**config.mk**
```make
export PLATFORM = sky130hd
export DESIGN_NAME = es_descriptor_parser_flat
export DESIGN_NICKNAME = d
export VERILOG_FILES = /design/src/rtl/esdp_pkg.sv /design/src/rtl/esdp_byte_if.sv /design/src/rtl/esdp_result_if.sv /design/src/rtl/es_descriptor_parser.sv /design/src/flat_wrapper.sv
export SDC_FILE = /design/constraint.sdc
export NUM_CORES = 1
export LEC_CHECK = 0
export BUFFER_PORTS_ARGS = -buffer_cell sky130_fd_sc_hd__clkbuf_2
export CELL_PAD_IN_SITES_DETAIL_PLACEMENT = 1
export CELL_PAD_IN_SITES_GLOBAL_PLACEMENT = 2
export CORE_UTILIZATION = 30
export CTS_CLUSTER_SIZE = 28
export DETAILED_ROUTE_END_ITERATION = 6
export PLACE_DENSITY_LB_ADDON = 0.1
export SYNTH_ARGS = -nofsm -noshare
export SYNTH_HDL_FRONTEND = slang
export SYNTH_SLANG_ARGS = --single-unit
```
**constraint.sdc**
```tcl
create_clock -name clk -period 5.9 [get_ports clk]
set_input_delay 0.59 -clock clk [delete_from_list [all_inputs] [get_ports clk]]
set_output_delay 0.59 -clock clk [all_outputs]
set_load 0.01 [all_outputs]
```
**src/rtl/esdp_pkg.sv**
```systemverilog
package esdp_pkg;

    typedef enum logic [4:0] {
        PH_TOP_TAG,
        PH_TOP_LEN,
        PH_ES_ID,
        PH_FLAGS,
        PH_DEP,
        PH_URL_LEN,
        PH_URL,
        PH_OCR,
        PH_DC_TAG,
        PH_DC_LEN,
        PH_OTI,
        PH_STYPE,
        PH_SKIP11,
        PH_DSI_TAG,
        PH_DSI_LEN,
        PH_REST,
        PH_ERROR
    } phase_t;

    typedef logic [2:0] status_t;

    localparam status_t ST_OK          = 3'd0;
    localparam status_t ST_TRUNCATED   = 3'd1;
    localparam status_t ST_BAD_TOP_TAG = 3'd2;
    localparam status_t ST_BAD_DC      = 3'd3;
    localparam status_t ST_VISUAL      = 3'd4;
    localparam status_t ST_AAC_13818   = 3'd5;
    localparam status_t ST_UNSUPPORTED = 3'd6;
    localparam status_t ST_BAD_DSI     = 3'd7;

    localparam logic [7:0] TAG_ES  = 8'h03;
    localparam logic [7:0] TAG_DC  = 8'h04;
    localparam logic [7:0] TAG_DSI = 8'h05;

    localparam logic [7:0] OT_AAC = 8'h40;

    localparam int LEN_BITS    = 28;
    localparam int EXTRA_BITS  = 48;
    localparam int BASE_BITS   = 48;
    localparam int STYPE_BITS  = 6;
    localparam int SKIP_BITS   = 8;
    localparam int ID_SKIP     = 2;
    localparam int DC_SKIP     = 11;

endpackage

```
**src/rtl/esdp_byte_if.sv**
```systemverilog
interface esdp_byte_if;
    logic       valid;
    logic       ready;
    logic [7:0] data_byte;
    logic       last_byte;

    modport source (output valid, output data_byte, output last_byte, input ready);
    modport sink   (input valid, input data_byte, input last_byte, output ready);
endinterface

```
**src/rtl/esdp_result_if.sv**
```systemverilog
interface esdp_result_if;
    logic                                valid;
    logic                                ready;
    logic [2:0]                          status;
    logic                                is_mp3;
    logic [7:0]                          object_type;
    logic [esdp_pkg::STYPE_BITS-1:0]     stream_type;
    logic [esdp_pkg::EXTRA_BITS-1:0]     extra_offset;
    logic [esdp_pkg::LEN_BITS-1:0]       extra_length;

    modport source (output valid, output status, output is_mp3, output object_type,
                    output stream_type, output extra_offset, output extra_length,
                    input ready);
    modport sink   (input valid, input status, input is_mp3, input object_type,
                    input stream_type, input extra_offset, input extra_length,
                    output ready);
endinterface

```
**src/rtl/es_descriptor_parser.sv**
```systemverilog
// Streaming esds payload parser. Takes one payload byte per cycle on the
// payload channel (last_byte marks the final byte of an atom) and gives at
// most one status request per atom on the result channel: at the first error,
// or at the last byte. All parse state is updated in the cycle a byte is
// accepted, so a byte can be taken every cycle. The status request sits in an
// output register from the cycle after the deciding byte. Input is stalled
// only while that register is full and the receiver is not taking it, so
// bytes flow back to back as long as each status request is taken when
// offered. base_offset (APB, address 0) is added to the payload position of
// the decoder specific info bytes.
module es_descriptor_parser #(
    parameter int MAX_LENGTH_GROUPS = 4,
    parameter int OFFSET_BITS       = 48
) (
    input  logic                 clk,
    input  logic                 rst_n,
    esdp_byte_if.sink            payload,
    esdp_result_if.source        result,
    input  logic                 psel,
    input  logic                 penable,
    input  logic                 pwrite,
    input  logic [3:0]           paddr,
    input  logic [63:0]          pwdata,
    output logic [63:0]          prdata,
    output logic                 pready
);

    localparam int GW = $clog2(MAX_LENGTH_GROUPS + 1);
    localparam logic [GW-1:0] MAX_GROUPS = GW'(MAX_LENGTH_GROUPS);

    logic [esdp_pkg::BASE_BITS-1:0] base_offset_reg;

    esdp_pkg::phase_t                 phase_reg, phase_next;
    logic [esdp_pkg::LEN_BITS-1:0]    acc_reg, acc_next;
    logic [GW-1:0]                    grp_reg, grp_next;
    logic [esdp_pkg::SKIP_BITS-1:0]   skip_reg, skip_next;
    logic [2:0]                       flags_reg, flags_next;
    logic [7:0]                       tag_reg, tag_next;
    logic [OFFSET_BITS-1:0]           pos_reg, pos_next;
    logic [7:0]                       obj_reg, obj_next;
    logic [esdp_pkg::STYPE_BITS-1:0]  st_reg, st_next;
    logic [OFFSET_BITS-1:0]           off_reg, off_next;
    logic [esdp_pkg::LEN_BITS-1:0]    len_reg, len_next;
    logic                             mp3_reg, mp3_next;

    logic                             out_valid_reg;
    esdp_pkg::status_t                out_status_reg;
    logic                             out_mp3_reg;
    logic [7:0]                       out_obj_reg;
    logic [esdp_pkg::STYPE_BITS-1:0]  out_st_reg;
    logic [esdp_pkg::EXTRA_BITS-1:0]  out_off_reg;
    logic [esdp_pkg::LEN_BITS-1:0]    out_len_reg;

    logic                             accept;
    logic [7:0]                       b;
    logic                             last;
    logic [esdp_pkg::LEN_BITS-1:0]    acc_shift;
    logic [GW-1:0]                    grp_inc;
    logic                             len_done;
    logic [esdp_pkg::SKIP_BITS-1:0]   skip_dec;
    logic                             skip_zero;
    logic [OFFSET_BITS-1:0]           base_w;
    logic [OFFSET_BITS-1:0]           dsi_offset;
    logic                             err;
    esdp_pkg::status_t                err_code;
    logic                             res_valid;
    esdp_pkg::status_t                res_status;
    logic                             clear;

    // config port
    assign pready = 1'b1;
    assign prdata = (paddr[3] == 1'b0) ? 64'(base_offset_reg) : 64'd0;

    always_ff @(posedge clk or negedge rst_n)
    begin
        if (!rst_n)
        begin
            base_offset_reg <= '0;
        end
        else if (psel && penable && pwrite && paddr[3] == 1'b0)
        begin
            base_offset_reg <= pwdata[esdp_pkg::BASE_BITS-1:0];
        end
    end

    assign payload.ready = !out_valid_reg || result.ready;
    assign accept        = payload.valid && payload.ready;
    assign b             = payload.data_byte;
    assign last          = payload.last_byte;

    assign acc_shift  = {acc_reg[esdp_pkg::LEN_BITS-8:0], b[6:0]};
    assign grp_inc    = grp_reg + 1'b1;
    assign len_done   = !b[7] || (grp_inc >= MAX_GROUPS);
    assign skip_dec   = skip_reg - 1'b1;
    assign skip_zero  = (skip_dec == '0);
    assign base_w     = OFFSET_BITS'(base_offset_reg);
    assign dsi_offset = base_w + pos_reg + 1'b1;

    always_comb
    begin
        phase_next = phase_reg;
        acc_next   = acc_reg;
        grp_next   = grp_reg;
        skip_next  = skip_reg;
        flags_next = flags_reg;
        tag_next   = tag_reg;
        obj_next   = obj_reg;
        st_next    = st_reg;
        off_next   = off_reg;
        len_next   = len_reg;
        mp3_next   = mp3_reg;
        err        = 1'b0;
        err_code   = esdp_pkg::ST_OK;

        unique case (phase_reg)
            esdp_pkg::PH_TOP_TAG,
            esdp_pkg::PH_DC_TAG,
            esdp_pkg::PH_DSI_TAG:
            begin
                tag_next = b;
                acc_next = '0;
                grp_next = '0;
                priority case (phase_reg)
                    esdp_pkg::PH_TOP_TAG: phase_next = esdp_pkg::PH_TOP_LEN;
                    esdp_pkg::PH_DC_TAG:  phase_next = esdp_pkg::PH_DC_LEN;
                    default:              phase_next = esdp_pkg::PH_DSI_LEN;
                endcase
            end
            esdp_pkg::PH_TOP_LEN:
            begin
                acc_next = acc_shift;
                grp_next = grp_inc;
                if (len_done)
                begin
                    if (tag_reg != esdp_pkg::TAG_ES)
                    begin
                        err      = 1'b1;
                        err_code = esdp_pkg::ST_BAD_TOP_TAG;
                    end
                    else
                    begin
                        phase_next = esdp_pkg::PH_ES_ID;
                        skip_next  = esdp_pkg::SKIP_BITS'(esdp_pkg::ID_SKIP);
                    end
                end
            end
            esdp_pkg::PH_ES_ID:
            begin
                skip_next = skip_dec;
                if (skip_zero)
                begin
                    phase_next = esdp_pkg::PH_FLAGS;
                end
            end
            esdp_pkg::PH_FLAGS:
            begin
                flags_next = b[7:5];
                if (b[7])
                begin
                    phase_next = esdp_pkg::PH_DEP;
                    skip_next  = esdp_pkg::SKIP_BITS'(esdp_pkg::ID_SKIP);
                end
                else if (b[6])
                begin
                    phase_next = esdp_pkg::PH_URL_LEN;
                end
                else if (b[5])
                begin
                    phase_next = esdp_pkg::PH_OCR;
                    skip_next  = esdp_pkg::SKIP_BITS'(esdp_pkg::ID_SKIP);
                end
                else
                begin
                    phase_next = esdp_pkg::PH_DC_TAG;
                end
            end
            esdp_pkg::PH_DEP:
            begin
                skip_next = skip_dec;
                if (skip_zero)
                begin
                    if (flags_reg[1])
                    begin
                        phase_next = esdp_pkg::PH_URL_LEN;
                    end
                    else if (flags_reg[0])
                    begin
                        phase_next = esdp_pkg::PH_OCR;
                        skip_next  = esdp_pkg::SKIP_BITS'(esdp_pkg::ID_SKIP);
                    end
                    else
                    begin
                        phase_next = esdp_pkg::PH_DC_TAG;
                    end
                end
            end
            esdp_pkg::PH_URL_LEN,
            esdp_pkg::PH_URL:
            begin
                if (phase_reg == esdp_pkg::PH_URL_LEN && b != 8'd0)
                begin
                    skip_next  = b;
                    phase_next = esdp_pkg::PH_URL;
                end
                else
                begin
                    skip_next = (phase_reg == esdp_pkg::PH_URL_LEN) ? b : skip_dec;
                    if (phase_reg == esdp_pkg::PH_URL_LEN || skip_zero)
                    begin
                        if (flags_reg[0])
                        begin
                            phase_next = esdp_pkg::PH_OCR;
                            skip_next  = esdp_pkg::SKIP_BITS'(esdp_pkg::ID_SKIP);
                        end
                        else
                        begin
                            phase_next = esdp_pkg::PH_DC_TAG;
                        end
                    end
                end
            end
            esdp_pkg::PH_OCR:
            begin
                skip_next = skip_dec;
                if (skip_zero)
                begin
                    phase_next = esdp_pkg::PH_DC_TAG;
                end
            end
            esdp_pkg::PH_DC_LEN:
            begin
                acc_next = acc_shift;
                grp_next = grp_inc;
                if (len_done)
                begin
                    if (tag_reg != esdp_pkg::TAG_DC || acc_shift == '0)
                    begin
                        err      = 1'b1;
                        err_code = esdp_pkg::ST_BAD_DC;
                    end
                    else
                    begin
                        phase_next = esdp_pkg::PH_OTI;
                    end
                end
            end
            esdp_pkg::PH_OTI:
            begin
                obj_next   = b;
                phase_next = esdp_pkg::PH_STYPE;
            end
            esdp_pkg::PH_STYPE:
            begin
                st_next    = b[7:2];
                phase_next = esdp_pkg::PH_SKIP11;
                skip_next  = esdp_pkg::SKIP_BITS'(esdp_pkg::DC_SKIP);
            end
            esdp_pkg::PH_SKIP11:
            begin
                skip_next = skip_dec;
                if (skip_zero)
                begin
                    unique case (obj_reg)
                        8'h20, 8'h21, 8'h60, 8'h61, 8'h62, 8'h63,
                        8'h64, 8'h65, 8'h6a, 8'h6c, 8'h6e:
                        begin
                            err      = 1'b1;
                            err_code = esdp_pkg::ST_VISUAL;
                        end
                        8'h6b, 8'h69:
                        begin
                            mp3_next   = 1'b1;
                            phase_next = esdp_pkg::PH_REST;
                        end
                        esdp_pkg::OT_AAC:
                        begin
                            phase_next = esdp_pkg::PH_DSI_TAG;
                        end
                        8'h66, 8'h67, 8'h68:
                        begin
                            err      = 1'b1;
                            err_code = esdp_pkg::ST_AAC_13818;
                        end
                        default:
                        begin
                            err      = 1'b1;
                            err_code = esdp_pkg::ST_UNSUPPORTED;
                        end
                    endcase
                end
            end
            esdp_pkg::PH_DSI_LEN:
            begin
                acc_next = acc_shift;
                grp_next = grp_inc;
                if (len_done)
                begin
                    if (tag_reg != esdp_pkg::TAG_DSI || acc_shift == '0)
                    begin
                        err      = 1'b1;
                        err_code = esdp_pkg::ST_BAD_DSI;
                    end
                    else
                    begin
                        off_next   = dsi_offset;
                        len_next   = acc_shift;
                        phase_next = esdp_pkg::PH_REST;
                    end
                end
            end
            esdp_pkg::PH_REST,
            esdp_pkg::PH_ERROR:
            begin
                phase_next = phase_reg;
            end
            default:
            begin
                phase_next = phase_reg;
            end
        endcase
    end

    // result decision
    always_comb
    begin
        res_valid  = 1'b0;
        res_status = esdp_pkg::ST_OK;
        clear      = last;
        if (phase_reg == esdp_pkg::PH_ERROR)
        begin
            res_valid = 1'b0;
        end
        else if (err)
        begin
            res_valid  = 1'b1;
            res_status = err_code;
        end
        else if (last)
        begin
            res_valid  = 1'b1;
            res_status = (phase_next == esdp_pkg::PH_REST) ? esdp_pkg::ST_OK
                                                            : esdp_pkg::ST_TRUNCATED;
        end
        pos_next = pos_reg + 1'b1;
    end

    always_ff @(posedge clk or negedge rst_n)
    begin
        if (!rst_n)
        begin
            phase_reg <= esdp_pkg::PH_TOP_TAG;
            acc_reg   <= '0;
            grp_reg   <= '0;
            skip_reg  <= '0;
            flags_reg <= '0;
            tag_reg   <= '0;
            pos_reg   <= '0;
            obj_reg   <= '0;
            st_reg    <= '0;
            off_reg   <= '0;
            len_reg   <= '0;
            mp3_reg   <= 1'b0;
        end
        else if (accept)
        begin
            if (clear)
            begin
                phase_reg <= esdp_pkg::PH_TOP_TAG;
                acc_reg   <= '0;
                grp_reg   <= '0;
                skip_reg  <= '0;
                flags_reg <= '0;
                tag_reg   <= '0;
                pos_reg   <= '0;
                obj_reg   <= '0;
                st_reg    <= '0;
                off_reg   <= '0;
                len_reg   <= '0;
                mp3_reg   <= 1'b0;
            end
            else
            begin
                phase_reg <= err ? esdp_pkg::PH_ERROR : phase_next;
                acc_reg   <= acc_next;
                grp_reg   <= grp_next;
                skip_reg  <= skip_next;
                flags_reg <= flags_next;
                tag_reg   <= tag_next;
                pos_reg   <= pos_next;
                obj_reg   <= obj_next;
                st_reg    <= st_next;
                off_reg   <= off_next;
                len_reg   <= len_next;
                mp3_reg   <= mp3_next;
            end
        end
    end

    // output register
    always_ff @(posedge clk or negedge rst_n)
    begin
        if (!rst_n)
        begin
            out_valid_reg <= 1'b0;
        end
        else if (accept && res_valid)
        begin
            out_valid_reg <= 1'b1;
        end
        else if (result.ready)
        begin
            out_valid_reg <= 1'b0;
        end
    end

    always_ff @(posedge clk)
    begin
        if (accept && res_valid)
        begin
            out_status_reg <= res_status;
            out_mp3_reg    <= mp3_next;
            out_obj_reg    <= obj_next;
            out_st_reg     <= st_next;
            out_off_reg    <= esdp_pkg::EXTRA_BITS'(off_next);
            out_len_reg    <= len_next;
        end
    end

    assign result.valid        = out_valid_reg;
    assign result.status       = out_status_reg;
    assign result.is_mp3       = out_mp3_reg;
    assign result.object_type  = out_obj_reg;
    assign result.stream_type  = out_st_reg;
    assign result.extra_offset = out_off_reg;
    assign result.extra_length = out_len_reg;

endmodule

```
**src/flat_wrapper.sv**
```systemverilog
// flat-port wrapper written by rule: the top's interface ports become plain ports
module es_descriptor_parser_flat 
#(
    parameter int MAX_LENGTH_GROUPS = 4,
    parameter int OFFSET_BITS       = 48
)
  (clk, rst_n, psel, penable, pwrite, paddr, pwdata, prdata, pready, payload_valid, payload_data_byte, payload_last_byte, payload_ready, result_valid, result_status, result_is_mp3, result_object_type, result_stream_type, result_extra_offset, result_extra_length, result_ready);
  esdp_byte_if payload_i ();
  esdp_result_if result_i ();
  input  logic clk;
  input  logic rst_n;
  input  logic psel;
  input  logic penable;
  input  logic pwrite;
  input  logic [3:0] paddr;
  input  logic [63:0] pwdata;
  output logic [63:0] prdata;
  output logic pready;
  input wire logic [$bits(payload_i.valid)-1:0] payload_valid;
  input wire logic [$bits(payload_i.data_byte)-1:0] payload_data_byte;
  input wire logic [$bits(payload_i.last_byte)-1:0] payload_last_byte;
  output wire logic [$bits(payload_i.ready)-1:0] payload_ready;
  output wire logic [$bits(result_i.valid)-1:0] result_valid;
  output wire logic [$bits(result_i.status)-1:0] result_status;
  output wire logic [$bits(result_i.is_mp3)-1:0] result_is_mp3;
  output wire logic [$bits(result_i.object_type)-1:0] result_object_type;
  output wire logic [$bits(result_i.stream_type)-1:0] result_stream_type;
  output wire logic [$bits(result_i.extra_offset)-1:0] result_extra_offset;
  output wire logic [$bits(result_i.extra_length)-1:0] result_extra_length;
  input wire logic [$bits(result_i.ready)-1:0] result_ready;
  assign payload_i.valid = payload_valid;
  assign payload_i.data_byte = payload_data_byte;
  assign payload_i.last_byte = payload_last_byte;
  assign payload_ready = payload_i.ready;
  assign result_valid = result_i.valid;
  assign result_status = result_i.status;
  assign result_is_mp3 = result_i.is_mp3;
  assign result_object_type = result_i.object_type;
  assign result_stream_type = result_i.stream_type;
  assign result_extra_offset = result_i.extra_offset;
  assign result_extra_length = result_i.extra_length;
  assign result_i.ready = result_ready;
  es_descriptor_parser #(.MAX_LENGTH_GROUPS(MAX_LENGTH_GROUPS), .OFFSET_BITS(OFFSET_BITS)) u_core (.clk(clk), .rst_n(rst_n), .payload(payload_i), .result(result_i), .psel(psel), .penable(penable), .pwrite(pwrite), .paddr(paddr), .pwdata(pwdata), .prdata(prdata), .pready(pready));
endmodule
```
# ---- Yosys cells after proc, flatten, opt, wreduce, memory -nomap -nowiden
# Cells that the tools add are included.
dict set report totals {
  word_cells 189
  out_inout_bits 161
  ff_bits 329
}
dict set report op_classes {
  n_mux 88
  order_cmp 1
  eq_ne 40
  n_reduce_logical 34
  n_addsub 5
  bitwise 1
}
# op count
set op_table {}
lappend op_table {{$mux 48} 6}
lappend op_table {{$mux 8} 17}
lappend op_table {{$eq 8x7->1 const B} 15}
lappend op_table {{$mux 28} 4}
lappend op_table {{$add 48x1->48 const B} 2}
lappend op_table {{$mux 5} 16}
lappend op_table {{$pmux 5 s12} 1}
lappend op_table {{$add 48x48->48} 1}
lappend op_table {{$pmux 8 s6} 1}
lappend op_table {{$pmux 21 s2} 1}
lappend op_table {{$eq 5x4->1 const B} 8}
lappend op_table {{$logic_not 28->1} 1}
lappend op_table {{$mux 3} 8}
lappend op_table {{$mux 21} 1}
lappend op_table {{$eq 5x3->1 const B} 4}
lappend op_table {{$mux 1} 18}
lappend op_table {{$eq 8x6->1 const B} 2}
lappend op_table {{$ne 8x3->1 const B} 2}
lappend op_table {{$reduce_or 3->1} 5}
lappend op_table {{$mux 4} 3}
lappend op_table {{$mux 6} 2}
lappend op_table {{$pmux 3 s4} 1}
lappend op_table {{$reduce_or 11->1} 1}
lappend op_table {{$eq 5x2->1 const B} 2}
lappend op_table {{other kinds (28)} 47}

# ---- Depth between registers and ports, before layout
# Gate-level depths: netlist of the first run.
dict set report depth {
  word_depth 10
  mapped_depth 12
  depth_no_buf 12
}

# ---- Worst setup path after synthesis of the first run
# No wires, ideal clock.
dict set report synth_timing {
  path_type {reg2reg}
  startpoint {register u_core.acc_reg[4] in the netlist's numbering}
  endpoint {register u_core.out_len_reg, in the netlist u_core.result.extra_length[0], enable pin}
  arrival_ps 4215
  setup_time_ps 449
  required_ps 5451
  slack_ps 1236
  path_stages_with_launch 9
  synth_period_minus_slack_ps 4664
  path_cell_list {dfrtp_1 > or4_1 > or4_1 > o31a_2 > a21oi_1 > o22ai_1 > a21oi_1 > or2_2 > o211a_1}
}
dict set report synth_between {
  elab_chain_len 8
}
# element line
set synth_lines {}
lappend synth_lines {{from (decl)} es_descriptor_parser.sv:34} ;# logic [esdp_pkg::LEN_BITS-1:0] acc_reg, acc_next;
lappend synth_lines {{from (signal assigned)} es_descriptor_parser.sv:384} ;# acc_reg <= acc_next;
lappend synth_lines {{$logic_not 28->1 *} {es_descriptor_parser.sv:236, es_descriptor_parser.sv:298}}
lappend synth_lines {{$logic_or 1x1->1 (on tied branches)} {es_descriptor_parser.sv:298, es_descriptor_parser.sv:236}}
lappend synth_lines {{$mux 1 (on tied branches)} {es_descriptor_parser.sv:298, es_descriptor_parser.sv:236}}
lappend synth_lines {{$mux 1 (on tied branches)} {es_descriptor_parser.sv:296, es_descriptor_parser.sv:234}}
lappend synth_lines {{$pmux 1 s4 *} es_descriptor_parser.sv:115} ;# unique case (phase_reg)
lappend synth_lines {{$mux 1 *} es_descriptor_parser.sv:333} ;# else if (err)
lappend synth_lines {{$mux 1 *} es_descriptor_parser.sv:329} ;# if (phase_reg == esdp_pkg::PH_ERROR)
lappend synth_lines {{$logic_and 1x1->1 *} es_descriptor_parser.sv:418} ;# if (accept && res_valid)
lappend synth_lines {{to (signal assigned)} es_descriptor_parser.sv:425} ;# out_len_reg <= len_next;
lappend synth_lines {{to (decl)} es_descriptor_parser.sv:52} ;# logic [esdp_pkg::LEN_BITS-1:0] out_len_reg;
# Every way passes the cells marked *; elsewhere a longest branch is shown, timed or not.
# A chain may end at the register's enable or synchronous reset.

# ---- Worst setup path after layout of the first run
dict set report layout_timing {
  startpoint {register u_core.pos_reg[0]}
  endpoint {register u_core.out_off_reg, in the netlist u_core.result.extra_offset[44], data pin}
}
dict set report layout_between {
  elab_chain_len 5
}
# element line
set layout_lines {}
lappend layout_lines {{from (decl)} es_descriptor_parser.sv:39} ;# logic [OFFSET_BITS-1:0] pos_reg, pos_next;
lappend layout_lines {{from (signal assigned)} es_descriptor_parser.sv:389} ;# pos_reg <= pos_next;
lappend layout_lines {{$add 48x48->48} es_descriptor_parser.sv:97} ;# assign dsi_offset = base_w + pos_reg + 1'b1;
lappend layout_lines {{$add 48x1->48} es_descriptor_parser.sv:97}
lappend layout_lines {{$mux 48} es_descriptor_parser.sv:298} ;# if (tag_reg != esdp_pkg::TAG_DSI || acc_shift == '0)
lappend layout_lines {{$mux 48} es_descriptor_parser.sv:296} ;# if (len_done)
lappend layout_lines {{$mux 48} es_descriptor_parser.sv:115}
lappend layout_lines {{named net u_core.off_next[44]} es_descriptor_parser.sv:42} ;# logic [OFFSET_BITS-1:0] off_reg, off_next;
lappend layout_lines {{to (signal assigned)} es_descriptor_parser.sv:424} ;# out_off_reg <= esdp_pkg::EXTRA_BITS'(off_next);
lappend layout_lines {{to (decl)} es_descriptor_parser.sv:51} ;# logic [esdp_pkg::EXTRA_BITS-1:0] out_off_reg;
# The timed path passes the listed nets, and every way through them passes these cells.

==> impl_metrics.csv, run 1 <==
group,metric,value,unit
run_status,status,"finished, final reports clean",
floorplanning,io_pins,245,
clock_network,cts_resized,0,
cells_and_area,ff_latch_area,8700,sq um
yosys,ys_ff_latch,329,
floorplanning,die_w,243,um
cells_and_area,finish.utilization,0.356,
yosys,synth_area_leaders,"dfrtp_1 (34%), edfxtp_1 (16%), mux2_2 (5.5%)",
worst_setup_path,critical_path.startpoint_type,"register",
global_routing,grt_pass1_vias,14561,
worst_setup_path,rr_endpoint,"u_core.result.extra_offset[44]$_DFFE_PP_",
cells_and_area,fin_nets,2024,
drt,drt-total-wl,54600,um
yosys,synthMuxAreaShare,0.0566,
yosys,synth.largest_area_cell,"dfrtp_1",
cells_and_area,diodes,0,
yosys,synth_top_area_frac,0.337,
power_and_ir_drop,power_frac_seq,0.415,
clock_network,clock-root-buffer,"clkbuf_16",
global_routing,grt_usage,0.185,
power_and_ir_drop,leakagePower,8.95,nW
yosys,avgSynthCellArea,10.2,sq um
worst_setup_path,cp.required,6210,ps
placement,portBuffers,208,
sta,slew_headroom,0.258,
power_and_ir_drop,power_density,322,nW/um^2
clock_network,cts_hold_buf,0,
placement,gp_congestion,0.865,
worst_setup_path,cp-end-kind,"register",
sta,max_freq,243,MHz
sta,drv_slew,0,
yosys,synth_compound_area_frac,0.167,
run,max-cap-violations,0,
clock_network,htree_num_levels,2,
cells_and_area,multi_input_area,8200,sq um
yosys,synth.most_common_cell,"dfrtp_1",
hold_path,hold_class,"input pin to async pin",
worst_setup_path,worst_ep_arrival_time,4430,ps
sta,finalSetupViolCount,0,
yosys,synth_edf_count,94,
worst_setup_path,crit_fanout,6,
floorplanning,start_util,0.303,
cells_and_area,syn_to_final_growth,17.5,%
drt,first_pass_iters,5,
drt,vias,13761,
clock_network,clock_latency,580,ps
power_and_ir_drop,ir_drop,0.000191,V
cells_and_area,fill_cells,6481,
yosys,yosys_warnings,0,
yosys,synth_top_family_by_area,"compound AO/OA/AOI/OAI gates",
placement,detailed_place_hpwl,38500,um
yosys,seq_area_frac_synth,0.498,
power_and_ir_drop,power.internal,4.50,mW
global_routing,grt_overflow,0,
placement,place_ws,1660,ps
power_and_ir_drop,comb_power_share,0.208,
clock_network,cts_made_buffers,41,
yosys,synthAdderAreaFrac,0.0377,
clock_network,clk_path_buf_depth,3,
yosys,synth_xor_area_frac,0.0466,
drt,drc,0,
power_and_ir_drop,pwr-share-clk,0.377,
yosys,synthFlopType,"dfrtp_1",
yosys,synthSimpleGateAreaFrac,0.155,
clock_network,cts.clk_slew.worst_paths,60,ps
cells_and_area,drive_gt1_frac,0.208,
global_routing,grt_pass1_wl,86100,um
yosys,synthDistinctLibCells,76,
sta,setup_slack,1780,ps
floorplanning,row_count,88,
yosys,netlist_instances,1716,
worst_setup_path,rrSetupSlack,1780,ps
worst_setup_path,reg2reg_depth,12,
drt,initialDrtViolationCount,585,
yosys,async_reset_ff_frac,0.714,
yosys,synth_area,17500,sq um
clock_network,cts_setup_buffers,0,
worst_setup_path,crit_type,"register to register",
worst_setup_path,timing.rr.start,"u_core.pos_reg[0]$_DFFE_PN0P_",
clock_network,cts_tree,"yes",
floorplanning,coreArea,57600,sq um
sta,skew,15.1,ps
drt,routed_via_density,5.12,
global_routing,grt_max_degree,104,
drt,ant_nets,0,
drt,post_drt_wl_per_cell,20.3,um
sta,setup_tns,0,ps
yosys,synth.top_cells.by_count,"dfrtp_1 (235), nand2_1 (217), o21ai_0 (137)",
worst_setup_path,worstSetupStartpoint,"u_core.pos_reg[0]$_DFFE_PN0P_",
sta,fin_crit,4120,ps
power_and_ir_drop,switchingPower,2.11,mW
floorplanning,die_area,59200,sq um
clock_network,numClockSinks,329,
global_routing,antenna_found_initial,0,
sta,hold_viol,0,
sta,worst_pin_slew,1110,ps
sta,fin_crit_sh,0.697,
sta,rsz0062_at_grt,"false",
floorplanning,fp.dieH,243,um
power_and_ir_drop,switching_share,0.319,
==> critical path: stages, from the launching register on <==
cell,delay [ps]
dfrtp_1,440
inv_1,80
ha_1,240
fa_1,460
nand2b_1,190
a21oi_1,300
o21ai_0,260
a2111oi_0,730
a21o_1,290
a21oi_1,150
o41ai_2,370
xnor2_1,230
o21ai_0,130
==> cells in the final DEF (no fill, tap or decap), types with 42 or more instances in the layout <==
master,synthesis,layout
nor2b_1,61,61
clkbuf_2,0,207
o21ai_0,137,137
nor2_1,114,112
xor2_1,52,52
mux2_2,86,86
edfxtp_1,94,94
clkbuf_16,0,42
nand2_1,217,216
dfrtp_1,235,235
ha_1,51,51
a21oi_1,85,85
a22o_1,73,73
==> area by class of cell <==
cell class | count | share of cell area
Timing Repair Buffer | 226 | 0.0590
Tap cell | 765 | 0.0466
Clock inverter | 19 | 0.00756
Inverter | 31 | 0.00567
Clock buffer | 57 | 0.0578
Sequential cell | 329 | 0.424
Multi-Input combinational cell | 1259 | 0.399
==> worst max-delay path by stage <==
| stage | end | slack (ps) | cells after the start |
|---|---|---|---|
| 3_5_place_dp | u_core.result.extra_offset[33]$_DFFE_PP_ | 1660 | 10 |
| 6_report | u_core.result.extra_offset[44]$_DFFE_PP_ | 1780 | 12 |
| 4_1_cts | u_core.result.extra_offset[44]$_DFFE_PP_ | 1660 | 12 |
| 2_1_floorplan | u_core.result.extra_length[0]$_DFFE_PP_ | 1240 | 8 |
| 3_3_place_gp | u_core.result.extra_offset[44]$_DFFE_PP_ | 1680 | 12 |
| 5_1_grt | u_core.result.extra_offset[44]$_DFFE_PP_ | 1450 | 12 |
==> through the flow <==
step | hold slack (ps) | std cells | total power [mW] | instance area, sq um
6_report | 62.2 | 2686 | 6.61 | 20500
5_1_grt | 126 | 2686 | 6.96 | 20500
4_1_cts | 104 | 2686 | 6.73 | 20500
3_5_place_dp | 450 | 2610 | 4.18 | 19200
3_3_place_gp | 443 | 2610 | 4.16 | 19200
2_1_floorplan | 294 | 1731 | 3.63 | 17500
==> per-layer routing <==
layer,part of all wire,routed length (um),up-vias,track usage
met5,0,0,-,0
met4,0.024,1320,0,0.0512
met3,0.032,1740,77,0.0283
met2,0.47,25800,196,0.307
met1,0.47,25800,6940,0.249
li1,-,-,6548,-
==> cell families (layout without fill, tap and decap cells) <==
| kind of cell | count (synthesis) | in the layout |
|---|---|---|
| buffers and inverters | 143 | 333 |
| flip-flops | 329 | 329 |
| AND/OR/NAND/NOR | 567 | 567 |
| other | 2 | 17 |
| XOR/XNOR | 93 | 93 |
| adder cells (fa/ha/maj) | 52 | 52 |
| AO/OA/AOI/OAI | 442 | 442 |
| multiplexers | 88 | 88 |
==> power by group through the flow <==
stage	Combinational, mW	Clock [mW]	Sequential (mW)
finish	1.37	2.49	2.74
floorplan	0.914	0	2.72
detailed placement	1.38	0	2.79
CTS	1.39	2.58	2.75
global route	1.52	2.66	2.78
global placement	1.37	0	2.79
(Power assumes the default switching activity.)
==> run 2, diff against run 1 <==
==> constraint.sdc (replaced) <==
create_clock -name clk -period 4.3 [get_ports clk]
set_input_delay 0.43 -clock clk [delete_from_list [all_inputs] [get_ports clk]]
set_output_delay 0.43 -clock clk [all_outputs]
set_load 0.01 [all_outputs]
==> impl_metrics.csv, run 2 (synthesized netlist as in run 1, its figures left out) <==
group,metric,value,unit
drt,initialDrtViolationCount,615,
worst_setup_path,cp_cell_sequence,"inv_1 > ha_1 > fa_1 > nand2b_1 > a21oi_1 > o21ai_0 > a2111oi_0 > buf_4 > a21o_1 > a21oi_1 > o41ai_2 > xnor2_1 > o21ai_0",
sta,holdWs,65.8,ps
global_routing,grt_overflow,0,
sta,fin_crit_sh,0.894,
power_and_ir_drop,power_density,450,nW/um^2
clock_network,cts_tree,"yes",
cells_and_area,final_cells,2708,
sta,fin_crit,3840,ps
sta,hold_viol,0,
global_routing,grt_pass1_vias,14557,
sta,drv_slew,0,
worst_setup_path,timing.rr.start,"u_core.pos_reg[0]$_DFFE_PN0P_",
cells_and_area,postLayoutCellArea,20800,sq um
power_and_ir_drop,total_power,9.35,mW
cells_and_area,diodes,0,
sta,max_freq,260,MHz
power_and_ir_drop,power_frac_seq,0.401,
worst_setup_path,slowest_stage,"fa_1",
run_status,status,"finished, final reports clean",
power_and_ir_drop,switching_share,0.314,
worst_setup_path,worst_ep_arrival_time,4180,ps
worst_setup_path,rr_endpoint,"u_core.result.extra_offset[44]$_DFFE_PP_",
cells_and_area,drive_gt1_frac,0.215,
clock_network,numClockSinks,329,
power_and_ir_drop,ir_drop,0.000263,V
power_and_ir_drop,power.internal,6.41,mW
global_routing,grt_pass1_wl,86300,um
clock_network,cts_made_buffers,40,
cells_and_area,finish.utilization,0.361,
sta,rsz0062_at_grt,"false",
worst_setup_path,worst-path-buf-inv,2,
global_routing,grt_max_degree,91,
floorplanning,die_w,243,um
power_and_ir_drop,leakagePower,9.10,nW
drt,first_pass_iters,5,
placement,dpl-instance-area,19400,sq um
sta,setup_tns,0,ps
floorplanning,die_area,59200,sq um
worst_setup_path,reg2reg_depth,13,
hold_path,hold_class,"input pin to register",
clock_network,cts.clk_slew.worst_paths,60,ps
floorplanning,row_count,88,
placement,detailed_place_hpwl,39300,um
drt,drc,0,
worst_setup_path,cp_top_family,"compound AO/OA/AOI/OAI gates",
worst_setup_path,rrSetupSlack,460,ps
drt,ant_nets,0,
floorplanning,fp.dieH,243,um
worst_setup_path,critical_path.startpoint_type,"register",
clock_network,htree_num_levels,2,
sta,skew,26.6,ps
hold_path,min_path_cells,2,
drt,drt-total-wl,54700,um
cells_and_area,final_common_cell,"dfrtp_1",
cells_and_area,final_cell_mix,"dfrtp_1 (235), nand2_1 (216), clkbuf_2 (207)",
placement,portBuffers,208,
run,max-cap-violations,0,
global_routing,antenna_found_initial,0,
worst_setup_path,crit_type,"register to register",
worst_setup_path,cp-end-kind,"register",
floorplanning,io_pins,245,
cells_and_area,fin_nets,2047,
power_and_ir_drop,switchingPower,2.94,mW
cells_and_area,fill_cells,6477,
clock_network,clock_latency,600,ps
worst_setup_path,crit_fanout,6,
drt,post_drt_wl_per_cell,20.2,um
hold_path,hp-start,"pwdata[43]",
placement,gp_congestion,0.858,
worst_setup_path,slowest_delay,460,ps
sta,finalSetupViolCount,0,
sta,slew_headroom,0.336,
floorplanning,start_util,0.303,
placement,placed_cells,2633,
power_and_ir_drop,comb_power_share,0.207,
clock_network,cts_setup_buffers,0,
cells_and_area,syn_to_final_growth,19.0,%
global_routing,grt_usage,0.186,
sta,worst_pin_slew,989,ps
worst_setup_path,cp.required,4630,ps
drt,vias,13835,
clock_network,clock-root-buffer,"clkbuf_16",
clock_network,clk_path_buf_depth,3,
power_and_ir_drop,pwr-share-clk,0.393,
placement,place_ws,352,ps
hold_path,worstHoldEndpoint,"u_core.base_offset_reg[43]$_DFFE_PN0P_",
sta,setup_slack,457,ps
floorplanning,coreArea,57600,sq um
drt,routed_via_density,5.11,
-- run 2: cell types whose count changed in the layout (fill, tap and decap cells not counted), sizes merged, moves of 2 or more --
| cell | delta |
|---|---|
| buf | +23 |
| inv | +2 |
| clkbuf | -8 |
| bufinv | +6 |
-- run 2: worst max path at each step --
stage / slack (ps) / depth (start not counted) / from / end
floorplan: 240 / 8 / u_core.acc_reg[4]$_DFFE_PN0P_ / u_core.result.extra_length[0]$_DFFE_PP_
global placement: 350 / 13 / u_core.pos_reg[0]$_DFFE_PN0P_ / u_core.result.extra_offset[44]$_DFFE_PP_
detailed placement: 350 / 13 / u_core.pos_reg[0]$_DFFE_PN0P_ / u_core.result.extra_offset[44]$_DFFE_PP_
CTS: 330 / 13 / u_core.pos_reg[0]$_DFFE_PN0P_ / u_core.result.extra_offset[44]$_DFFE_PP_
global route: 70 / 13 / u_core.pos_reg[0]$_DFFE_PN0P_ / u_core.result.extra_offset[44]$_DFFE_PP_
finish: 460 / 13 / u_core.pos_reg[0]$_DFFE_PN0P_ / u_core.result.extra_offset[44]$_DFFE_PP_
-- run 2: cell type report --
| cell class | count | area [sq um] | share of cell area |
|---|---|---|---|
| clock buffer | 49 | 1060 | 0.0512 |
| tap | 765 | 957 | 0.0460 |
| sequential | 329 | 8700 | 0.419 |
| clock inverter | 25 | 358 | 0.0172 |
| multi-input combinational | 1259 | 8200 | 0.394 |
| inverter | 31 | 116 | 0.00560 |
| timing repair buffer | 250 | 1390 | 0.0670 |
-- run 2: power by group through the flow --
stage	registers [mW]	logic, mW	clock network (mW)
4_1_cts	3.75	1.96	3.82
5_1_grt	3.79	2.14	3.92
3_3_place_gp	3.81	1.94	0
2_1_floorplan	3.72	1.25	0
3_5_place_dp	3.81	1.95	0
6_report	3.75	1.93	3.67
-- run 2: repair_timing --
item	in CTS	in global routing
hold buffers	1	0
hold endpoints to repair	87	0
gates resized for setup	0	0
-- run 2: worst reg2reg max path, cell delays in order, from the launching register on --
cell and delay [ps]:
dfrtp_1 430, inv_1 80, ha_1 230, fa_1 460, nand2b_1 180, a21oi_1 260
o21ai_0 240, a2111oi_0 430, buf_4 190, a21o_1 190, a21oi_1 170, o41ai_2 370
xnor2_1 230, o21ai_0 130
-- run 2: routing by layer --
| metal | vias up | global-route usage | share of wire |
|---|---|---|---|
| met2 | 220 | 0.308 | 0.48 |
| li1 | 6594 | - | - |
| met5 | - | 0 | 0 |
| met1 | 6954 | 0.252 | 0.47 |
| met3 | 67 | 0.0246 | 0.033 |
| met4 | 0 | 0.0529 | 0.022 |
